<file path="src/quintic_trajectory_generator_unit_assert.svh">
// Assertion macros for the quintic trajectory generator.
// Expects clk and rst_n in the including module's scope.
`ifndef QUINTIC_TRAJECTORY_GENERATOR_UNIT_ASSERT_SVH
`define QUINTIC_TRAJECTORY_GENERATOR_UNIT_ASSERT_SVH

// Same-cycle implication.
`define QTG_ASSERT_NOW(lbl, ante, cons) \
  lbl: assert property (@(posedge clk) disable iff (!rst_n) (ante) |-> (cons)) \
    else $error("qtg assertion failed");

// Next-cycle implication.
`define QTG_ASSERT_NEXT(lbl, ante, cons) \
  lbl: assert property (@(posedge clk) disable iff (!rst_n) (ante) |=> (cons)) \
    else $error("qtg assertion failed");

`endif

</file>
<file path="src/qtg_pkg.sv">
// Package for the quintic trajectory generator: command/status types,
// codes and saturating fixed-point helpers. No dependencies.
`default_nettype none
package qtg_pkg;

  localparam int COEFF_FRAC_BITS = 32;
  localparam int EXTRA_BITS      = COEFF_FRAC_BITS - 16;

  localparam logic [15:0] PERIOD_RESET = 16'd66;

  // Horner pass kinds; the code is also the lowest coefficient index used
  localparam logic [1:0] KIND_POSE = 2'd0;
  localparam logic [1:0] KIND_VEL  = 2'd1;
  localparam logic [1:0] KIND_ACC  = 2'd2;

  localparam logic signed [63:0] MAX64 = 64'sh7FFF_FFFF_FFFF_FFFF;
  localparam logic signed [63:0] MIN64 = 64'sh8000_0000_0000_0000;

  typedef struct packed {
    logic       capture;
    logic       decide;
    logic       solve_init;
    logic       div_start;
    logic       div_num;     // 1: fresh numerator, 0: running value
    logic       add_term;
    logic       term_b;      // acceleration term instead of velocity term
    logic       store_coef;
    logic       run;
    logic       ev_load;
    logic       ev_mul;
    logic       ev_add;
    logic       ev_store;
    logic       out_load;
    logic [2:0] k;
    logic [1:0] kind;
  } qtg_cmd_t;

  typedef struct packed {
    logic hold;
    logic need_solve;
    logic same_t;
    logic in_range;
    logic div_done;
    logic mul_done;
  } qtg_sts_t;

  function automatic logic [63:0] magn(input logic signed [63:0] x);
    logic [63:0] r;
    r = x[63] ? (64'd0 - x) : x;
    return r;
  endfunction

  function automatic logic signed [63:0] from_mag(input logic neg, input logic ovf,
                                                   input logic [63:0] m);
    logic signed [63:0] r;
    if (neg) begin
      r = (ovf || m[63]) ? MIN64 : -$signed(m);
    end else begin
      r = (ovf || m[63]) ? MAX64 : $signed(m);
    end
    return r;
  endfunction

  function automatic logic signed [63:0] add_sat(input logic signed [63:0] a,
                                                  input logic signed [63:0] b);
    logic [64:0] s;
    logic signed [63:0] r;
    s = {a[63], a} + {b[63], b};
    if (s[64] != s[63]) begin
      r = s[64] ? MIN64 : MAX64;
    end else begin
      r = s[63:0];
    end
    return r;
  endfunction

  // coefficient times a small unsigned factor, saturated
  function automatic logic signed [63:0] sat_mul_k(input logic signed [63:0] c,
                                                    input logic [4:0] f);
    logic signed [69:0] p;
    logic signed [63:0] r;
    p = $signed({{6{c[63]}}, c}) * $signed({65'd0, f});
    if ((p[69:63] == 7'h00) || (p[69:63] == 7'h7F)) begin
      r = p[63:0];
    end else begin
      r = p[69] ? MIN64 : MAX64;
    end
    return r;
  endfunction

  // drop the extra fraction bits toward zero, saturate to 32 bits
  function automatic logic signed [31:0] narrow32(input logic signed [63:0] x);
    logic [63:0] m;
    logic signed [31:0] r;
    m = magn(x) >> EXTRA_BITS;
    if (x[63]) begin
      r = (m > 64'h8000_0000) ? 32'sh8000_0000 : -$signed(m[31:0]);
    end else begin
      r = (m > 64'h7FFF_FFFF) ? 32'sh7FFF_FFFF : $signed(m[31:0]);
    end
    return r;
  endfunction

  // derivative weight of coefficient k for a pass kind
  function automatic logic [4:0] fac(input logic [1:0] kind, input logic [2:0] k);
    logic [4:0] r;
    unique case (kind)
      KIND_POSE: r = 5'd1;
      KIND_VEL:  r = {2'b00, k};
      default:   r = {2'b00, k} * {2'b00, k - 3'd1};
    endcase
    return r;
  endfunction

endpackage
`default_nettype wire

</file>
<file path="src/qtg_ctrl.sv">
// Controller of the quintic trajectory generator: sequences decide, solve,
// evaluate and output steps. Depends on qtg_pkg.
`default_nettype none
module qtg_ctrl (
  input  wire logic              clk,
  input  wire logic              rst_n,
  input  wire logic              in_valid,
  output logic                   in_ready,
  output logic                   out_valid,
  input  wire logic              out_ready,
  input  wire qtg_pkg::qtg_sts_t sts,
  output qtg_pkg::qtg_cmd_t      cmd
);

  localparam logic [3:0] S_IDLE   = 4'd0;
  localparam logic [3:0] S_DECIDE = 4'd1;
  localparam logic [3:0] S_SINIT  = 4'd2;
  localparam logic [3:0] S_DGO    = 4'd3;
  localparam logic [3:0] S_DWAIT  = 4'd4;
  localparam logic [3:0] S_ADDT   = 4'd5;
  localparam logic [3:0] S_STORE  = 4'd6;
  localparam logic [3:0] S_RUN    = 4'd7;
  localparam logic [3:0] S_ELOAD  = 4'd8;
  localparam logic [3:0] S_EMUL   = 4'd9;
  localparam logic [3:0] S_EWAIT  = 4'd10;
  localparam logic [3:0] S_ESTORE = 4'd11;
  localparam logic [3:0] S_FIN    = 4'd12;

  logic [3:0] state_r, state_nxt;
  logic [2:0] k_r, k_nxt;
  logic [2:0] step_r, step_nxt;
  logic [1:0] kind_r, kind_nxt;
  logic       out_valid_r, out_valid_nxt;

  always_comb begin
    state_nxt = state_r;
    k_nxt     = k_r;
    step_nxt  = step_r;
    kind_nxt  = kind_r;
    cmd       = '0;
    cmd.k     = k_r;
    cmd.kind  = kind_r;
    unique case (state_r)
      S_IDLE: begin
        if (in_valid) begin
          cmd.capture = 1'b1;
          state_nxt   = S_DECIDE;
        end
      end
      S_DECIDE: begin
        cmd.decide = 1'b1;
        priority if (sts.hold)                     state_nxt = S_FIN;
        else if (sts.need_solve && sts.same_t)     state_nxt = S_FIN;
        else if (sts.need_solve)                   state_nxt = S_SINIT;
        else if (sts.in_range)                     state_nxt = S_RUN;
        else                                       state_nxt = S_FIN;
      end
      S_SINIT: begin
        cmd.solve_init = 1'b1;
        k_nxt     = 3'd3;
        step_nxt  = 3'd0;
        state_nxt = S_DGO;
      end
      S_DGO: begin
        cmd.div_start = 1'b1;
        cmd.div_num   = (step_r == 3'd0);
        state_nxt     = S_DWAIT;
      end
      S_DWAIT: begin
        if (sts.div_done) begin
          step_nxt = step_r + 3'd1;
          priority if (step_r == 3'd0 || step_r == 3'd2) state_nxt = S_ADDT;
          else if (step_r == k_r + 3'd1)                 state_nxt = S_STORE;
          else                                           state_nxt = S_DGO;
        end
      end
      S_ADDT: begin
        cmd.add_term = 1'b1;
        cmd.term_b   = (step_r == 3'd3);
        step_nxt     = step_r + 3'd1;
        state_nxt    = S_DGO;
      end
      S_STORE: begin
        cmd.store_coef = 1'b1;
        if (k_r == 3'd5) begin
          state_nxt = S_RUN;
        end else begin
          k_nxt     = k_r + 3'd1;
          step_nxt  = 3'd0;
          state_nxt = S_DGO;
        end
      end
      S_RUN: begin
        cmd.run   = 1'b1;
        kind_nxt  = qtg_pkg::KIND_POSE;
        k_nxt     = 3'd5;
        state_nxt = S_ELOAD;
      end
      S_ELOAD: begin
        cmd.ev_load = 1'b1;
        k_nxt       = 3'd4;
        state_nxt   = S_EMUL;
      end
      S_EMUL: begin
        cmd.ev_mul = 1'b1;
        state_nxt  = S_EWAIT;
      end
      S_EWAIT: begin
        if (sts.mul_done) begin
          cmd.ev_add = 1'b1;
          if (k_r == {1'b0, kind_r}) begin
            state_nxt = S_ESTORE;
          end else begin
            k_nxt     = k_r - 3'd1;
            state_nxt = S_EMUL;
          end
        end
      end
      S_ESTORE: begin
        cmd.ev_store = 1'b1;
        if (kind_r == qtg_pkg::KIND_ACC) begin
          state_nxt = S_FIN;
        end else begin
          kind_nxt  = kind_r + 2'd1;
          k_nxt     = 3'd5;
          state_nxt = S_ELOAD;
        end
      end
      S_FIN: begin
        if (!out_valid_r || out_ready) begin
          cmd.out_load = 1'b1;
          state_nxt    = S_IDLE;
        end
      end
      default: state_nxt = S_IDLE;
    endcase
  end

  always_comb begin
    priority if (cmd.out_load) out_valid_nxt = 1'b1;
    else if (out_ready)        out_valid_nxt = 1'b0;
    else                       out_valid_nxt = out_valid_r;
  end

  always_ff @(posedge clk) begin
    if (!rst_n) begin
      state_r     <= S_IDLE;
      k_r         <= 3'd0;
      step_r      <= 3'd0;
      kind_r      <= qtg_pkg::KIND_POSE;
      out_valid_r <= 1'b0;
    end else begin
      state_r     <= state_nxt;
      k_r         <= k_nxt;
      step_r      <= step_nxt;
      kind_r      <= kind_nxt;
      out_valid_r <= out_valid_nxt;
    end
  end

  assign in_ready  = (state_r == S_IDLE);
  assign out_valid = out_valid_r;

endmodule
`default_nettype wire

</file>
<file path="config.mk">
export PLATFORM = sky130hd
export DESIGN_NAME = qtg_ctrl
export DESIGN_NICKNAME = d
export VERILOG_FILES = /design/src/quintic_trajectory_generator_unit_assert.svh /design/src/qtg_pkg.sv /design/src/qtg_ctrl.sv
export SDC_FILE = /design/constraint.sdc
export NUM_CORES = 1
export LEC_CHECK = 0
export ABC_AREA = 0
export BUFFER_PORTS_ARGS = -buffer_cell sky130_fd_sc_hd__buf_2
export CAP_MARGIN = 15
export CORE_ASPECT_RATIO = 1.2
export CORE_UTILIZATION = 31
export CTS_CLUSTER_SIZE = 25
export DETAILED_ROUTE_END_ITERATION = 12
export GPL_TIMING_DRIVEN = 0
export HOLD_SLACK_MARGIN = 0.03
export PLACE_DENSITY = 0.57
export SLEW_MARGIN = 10
export SYNTH_ARGS = -nofsm -noshare
export SYNTH_HDL_FRONTEND = slang
export SYNTH_SLANG_ARGS = --single-unit
export TNS_END_PERCENT = 10
</file>
<file path="constraint.sdc">
create_clock -name clk -period 1.8 [get_ports clk]
set_input_delay 0.27 -clock clk [delete_from_list [all_inputs] [get_ports clk]]
set_output_delay 0.27 -clock clk [all_outputs]
set_load 0.03 [all_outputs]
</file>
==> results of run 1 <==
[cells in the mapped netlist (all sizes together) (2+ instances only)]
master / instances
inv: 10
a31oi: 3
o31a: 3
xor2: 5
or2b: 2
nor3: 2
a21boi: 2
o21ai: 10
nand4: 3
xnor2: 3
nand2: 12
mux2i: 3
nor2b: 3
nor2: 16
dfxtp: 13
and2: 3
nand2b: 5
buf: 7
a32oi: 2
o2111ai: 2
a21oi: 8
o31ai: 2
ha: 7
nand3: 2
and4b: 2
clkbuf: 4
a41oi: 2
o21bai: 2
and3: 2
[where the power goes]
part / internal, mW / switching, mW / leakage (nW)
sequential: 0.381 / 0.128 / 0.108
combinational: 0.827 / 1.04 / 0.606
clock: 0.157 / 0.133 / 0.0228
[metrics by stage]
step	setup TNS, ps	utilization, %	instance area [um2]
6_report	0	41.9	1690
5_1_grt	-5.23	41.9	1690
4_1_cts	-0.969	40.9	1650
3_5_place_dp	-60.7	38.4	1550
3_3_place_gp	-60.3	38.4	1550
2_1_floorplan	-142	-	1340
[sequential cells by signal (all words and copies together) (netlist names)]
name,count
step_r,3
state_r,4
kind_r,2
k_r,3
out_valid,1
[cell families after synthesis]
family                     Yosys count  synth area share (%)
muxes                                3                  2.25
buffers and inverters               23                  11.4
adders and majority gates            7                  6.57
and+or+nand+nor                     63                  29.2
xor gates and xnor gates             8                  5.26
AOI/OAI and AO/OA                   48                  25.8
DFF                                 13                  19.5
[layout by cell type (no fill, tap or decap), types with 4 or more instances in the layout]
master / Yosys / final
nand2_1: 12 / 11
a21oi_1: 8 / 8
dfxtp_1: 13 / 9
ha_1: 7 / 6
xor2_1: 5 / 5
nor2_1: 16 / 13
o21ai_0: 10 / 10
buf_2: 1 / 26
buf_6: 4 / 6
clkbuf_8: 2 / 5
buf_4: 2 / 4
nand2b_1: 4 / 4
inv_1: 10 / 10
[repair_timing]
item	4_1_cts	5_1_grt
pin swaps	2	1
setup endpoints to repair	8	4
buffers inserted	0	1
resized for setup	21	6
[critical path, cell delays in order, from the launching register on]
cell      delay [ps]
dfxtp_4          370
buf_6            140
nand2b_1         270
nor2_2           170
and2_1           140
buf_4            150
[per-layer routing]
metal | wire length (um) | part of all wire [%] | up-vias
met1 | 1730 | 45 | 627
met3 | 133 | 3.5 | 7
met4 | 90 | 2.4 | 0
met2 | 1860 | 49 | 36
met5 | 0 | 0 | -
li1 | - | - | 663
[path summary, 6_finish.rpt]
path	slack, ps	endpoint
worst max-delay path	30	cmd[12]
worst min-delay path	370	out_valid
worst max register to register	120	state_r[2]
worst min register to register	520	k_r[1]
[area by class of cell]
cell class                 instances  area share (%)
multi-input combinational        129            57.9
sequential                        13            16.1
timing repair buffer              30            9.70
buffer                            11            7.19
tap                               54            4.00
clock buffer                       4            2.67
inverter                          11            2.44
==> flow_summary_export.csv, run 1 <==
group,metric,value,unit
status,status,"complete, no violations",
sta,finalHoldViolCount,0,
cells_and_area,nNetsFinal,216,
pwr,ir_drop,0.000465,V
die,num_io_pins,31,
sta,finalSetupViolations,0,
place,dp_cells,248,
die,rows,25,
worst_setup_path,worstPathMaxFanout,10,
global_routing,overflow,0,
drt,dr.pass1.iters,4,
synth,syn_area,0.00133,mm2
sta,slew_headroom,67.5,%
global_routing,grt_pass1_wl,6.29,mm
drt,drtAntennaViolNets,0,
min_path,hold_depth,4,
cells_and_area,area_growth_syn_to_layout,26.8,%
place,gp_congestion,0.889,
global_routing,first_global_vias,1331,
drt,route.detailed.drc,0,
sta,post-route-min-period,1770,ps
sta,max_clock_freq,565,MHz
synth,syn_nets,182,
drt,routed_wl,3.82,mm
synth,syn_area_per_cell,8.08,um2
global_routing,grtUsageMet2,31.2,%
cells_and_area,layout.cells.non_filler,252,
cells_and_area,n_antenna_cell,0,
synth,netlist_top_cells_area,"dfxtp_1 (20%), ha_1 (6.6%), nor2_1 (4.5%)",
die,dieArea,0.00457,mm2
cells_and_area,fill_cells,418,
synth,synth_area_leader_cell,"dfxtp_1",
clock_network,htreeDepth,1,
drt,detail_route.vias_per_cell,5.29,
place,port_buffers,29,
synth,synth.yosys.seq_area_share,19.5,%
sta,finClkSkew,1.11,ps
drt,via_count,1333,
pwr,finalPower,2.67,mW
synth,synth_ff_type,"dfxtp_1",
synth,synth_cell_types,60,
sta,rsz0062_at_grt,"true",
sta,fin_hold_ws,374,ps
global_routing,track_usage,18.8,%
job,drv_cap,0,
pwr,power_density,1580,mW/mm2
clock_network,insertion_delay,260,ps
worst_setup_path,cp_data_required_time,1530,ps
worst_setup_path,r2r_start,"k_r[0]",
global_routing,grt-busiest-layer,"met2",
sta,worst_pin_slew,488,ps
synth,syn-instance-count,165,
place,post-place-ws,-60.7,ps
synth,synth-seq-cells,13,
worst_setup_path,cp-startpoint,"state_r[1]",
cells_and_area,seq_area,273,um2
die,design.core.area,0.00404,mm2
drt,wl_per_cell,15.1,um
clock_network,cts_sinks,13,
clock_network,cts_hold_buf,0,
die,die_w,61.9,um
min_path,min_from,"out_ready",
global_routing,grtUsageMet1,23.2,%
min_path,hold_path_class,"input port to register",
sta,setup_slack,30.5,ps
cells_and_area,drive_above_1_share,34.8,%
worst_setup_path,critPathKind,"register to output port",
place,dp_hpwl,2.87,mm
worst_setup_path,start_kind,"register",
clock_network,clkTransAtPathRegs,60,ps
clock_network,cts-buffers-inserted,3,
clock_network,clk_path_buf_depth,2,
clock_network,cts_tree,"yes",
worst_setup_path,critPathArrivalTime,1500,ps
global_routing,grt_max_degree,14,
die,start_util,33.0,%
sta,period_share,98.3,%
synth,synth_edf_count,0,
die,die_y,73.8,um
synth,ys_warn_count,0,
synth,synth-async-reset-ratio,0,%
pwr,p_leak,0.738,nW
worst_setup_path,end_kind,"output port",
global_routing,use_met3,2.29,%
clock_network,cts-root-buf,"clkbuf_8",
cells_and_area,multi_input_area,977,um2
drt,drt-initial-drc-count,44,
global_routing,antenna_found_initial,0,
sta,maxSlewViolCount,0,
synth,synth_top_area_share,19.5,%
worst_setup_path,r2r_cells,6,
Note: power is estimated with default switching activity, not from simulation.
==> inputs of run 2 (changes only) <==
--- a/config.mk
+++ b/config.mk
@@ -14,7 +14,7 @@
 export DETAILED_ROUTE_END_ITERATION = 12
 export GPL_TIMING_DRIVEN = 0
 export HOLD_SLACK_MARGIN = 0.03
-export PLACE_DENSITY = 0.57
+export PLACE_DENSITY = 0.55
 export SLEW_MARGIN = 10
 export SYNTH_ARGS = -nofsm -noshare
 export SYNTH_HDL_FRONTEND = slang
==> constraint.sdc (replaced) <==
create_clock -name clk -period 1.9 [get_ports clk]
set_input_delay 0.285 -clock clk [delete_from_list [all_inputs] [get_ports clk]]
set_output_delay 0.285 -clock clk [all_outputs]
set_load 0.03 [all_outputs]
==> flow_summary_export.csv, run 2 (synthesis gave the netlist of run 1 again) <==
group,metric,value,unit
drt,routed_wl,3.84,mm
worst_setup_path,end_kind,"output port",
global_routing,antenna_found_initial,0,
global_routing,track_usage,18.3,%
sta,finClkSkew,2.72,ps
pwr,p_leak,0.727,nW
sta,period_share,99.1,%
worst_setup_path,slowest_stage,"dfxtp_2",
sta,worst_pin_slew,471,ps
die,die_y,73.8,um
cells_and_area,n_antenna_cell,0,
clock_network,insertion_delay,250,ps
cells_and_area,largest_register,"state_r",
job,drv_cap,0,
worst_setup_path,path_cells,"buf_6 -> buf_4 -> or2_4 -> nor2_2 -> and3_1 -> buf_4",
clock_network,clkTransAtPathRegs,60,ps
worst_setup_path,start_kind,"register",
worst_setup_path,cpLargestDelayFamily,"simple AND/OR/NAND/NOR gates",
worst_setup_path,cp_common_cell,"buf_4",
drt,route.detailed.drc,0,
clock_network,cts_hold_buf,0,
cells_and_area,largest_reg_flops,4,
clock_network,htreeDepth,1,
pwr,clock_power_share,11.5,%
worst_setup_path,cp.depth,6,
worst_setup_path,r2r_cells,6,
die,num_io_pins,31,
cells_and_area,area_growth_syn_to_layout,21.8,%
drt,drt-initial-drc-count,51,
sta,totalNegativeSetupSlack,0,ps
sta,rsz0062_at_grt,"true",
worst_setup_path,worstPathMaxFanout,10,
cells_and_area,post-route-util,40.2,%
global_routing,first_global_vias,1258,
worst_setup_path,cp_data_required_time,1620,ps
drt,drtAntennaViolNets,0,
pwr,comb_power_share,69.9,%
worst_setup_path,critPathKind,"register to output port",
worst_setup_path,critPathMaxStageDelay,340,ps
min_path,hold_path_class,"input port to register",
place,gp_congestion,0.848,
sta,finalHoldViolCount,0,
sta,finalSetupViolations,0,
place,dp_hpwl,2.89,mm
clock_network,cts_tree,"yes",
drt,detail_route.vias_per_cell,5.33,
drt,via_count,1343,
min_path,hold_depth,4,
cells_and_area,final_common_cell,"buf_2",
worst_setup_path,path_buf_inv,3,
pwr,switching_share,50.3,%
die,rows,25,
clock_network,cts-buffers-inserted,3,
die,design.core.area,0.00404,mm2
global_routing,grt_pass1_wl,6.07,mm
sta,slew_headroom,68.6,%
drt,dr.pass1.iters,4,
pwr,finalPower,2.36,mW
cells_and_area,reg.largest.list,"state_r (4), k_r (3), step_r (3)",
clock_network,cts-root-buf,"clkbuf_8",
pwr,p_seq_share,18.6,%
pwr,power_density,1450,mW/mm2
cells_and_area,nNetsFinal,216,
worst_setup_path,critPathArrivalTime,1600,ps
pwr,p_int,1.17,mW
status,status,"complete, no violations",
die,start_util,33.0,%
cells_and_area,layout_common_cells,"buf_2 (27), nor2_1 (14), nand2_1 (11)",
die,die_w,61.9,um
global_routing,grt_max_degree,11,
cells_and_area,drive_above_1_share,32.3,%
pwr,netSwitchingPower,1.19,mW
drt,wl_per_cell,15.2,um
sta,max_clock_freq,531,MHz
pwr,ir_drop,0.000344,V
sta,maxSlewViolCount,0,
place,port_buffers,29,
die,dieArea,0.00457,mm2
global_routing,overflow,0,
clock_network,cts_sinks,13,
sta,post-route-min-period,1880,ps
clock_network,clk_path_buf_depth,2,
run 2: cell types whose count changed in the layout (fill, tap and decap cells not counted), sizes merged:
cell	previous run	this run
buf	37	36
clkbuf	7	8
run 2: cell type report:
class	instances	area, um2
fill	405	2410
clock buffer	4	45.0
sequential	13	264
timing repair buffer	29	150
multi-input combinational	129	938
tap	54	67.6
buffer	12	116
inverter	11	41.3
run 2: path summary, 6_finish.rpt:
kind / from / slack, ps / endpoint
max: state_r[3] / 20 / cmd[14]
min: out_ready / 390 / out_valid
max reg2reg: k_r[1] / 120 / state_r[2]
min reg2reg: step_r[2] / 530 / step_r[2]
run 2: per-stage QoR:
step / worst slack (ps) / cell area [um2] / hold WS (ps) / instances
floorplan: -29.2 / 1340 / 470 / 165
global placement: -66.2 / 1550 / 504 / 248
detailed placement: -37.6 / 1550 / 523 / 248
CTS: 1.78 / 1600 / 389 / 252
global route: -30.0 / 1620 / 472 / 252
finish: 16.8 / 1620 / 389 / 252
run 2: metal layers:
metal	routed length, um	vias to the layer above	global-route usage [%]
li1	-	673	-
met1	1810	640	23.3
met2	1870	23	29.2
met3	78	7	2.46
met4	76	0	9.63
met5	0	-	0
run 2: timing repair:
action,CTS,global route
resized for setup,6,8
setup buffers,0,0
endpoints found under the setup margin,3,5
hold endpoints to repair,0,0
run 2: power by group through the flow:
stage	sequential, mW	combinational [mW]	clock [mW]
after CTS	0.437	1.60	0.277
after global routing	0.449	1.80	0.291
after global placement	0.439	1.58	0
after floorplan	0.482	1.17	0
after detailed placement	0.437	1.57	0
final	0.438	1.65	0.271
run 2: worst reg2reg max path, delay by kind of cell, from the launching register on:
kind,cells,cell delay (ps)
buffers and inverters,1,90
AOI/OAI and AO/OA,2,290
DFF,1,410
xor gates and xnor gates,1,190
and+or+nand+nor,1,370
adders and majority gates,1,350
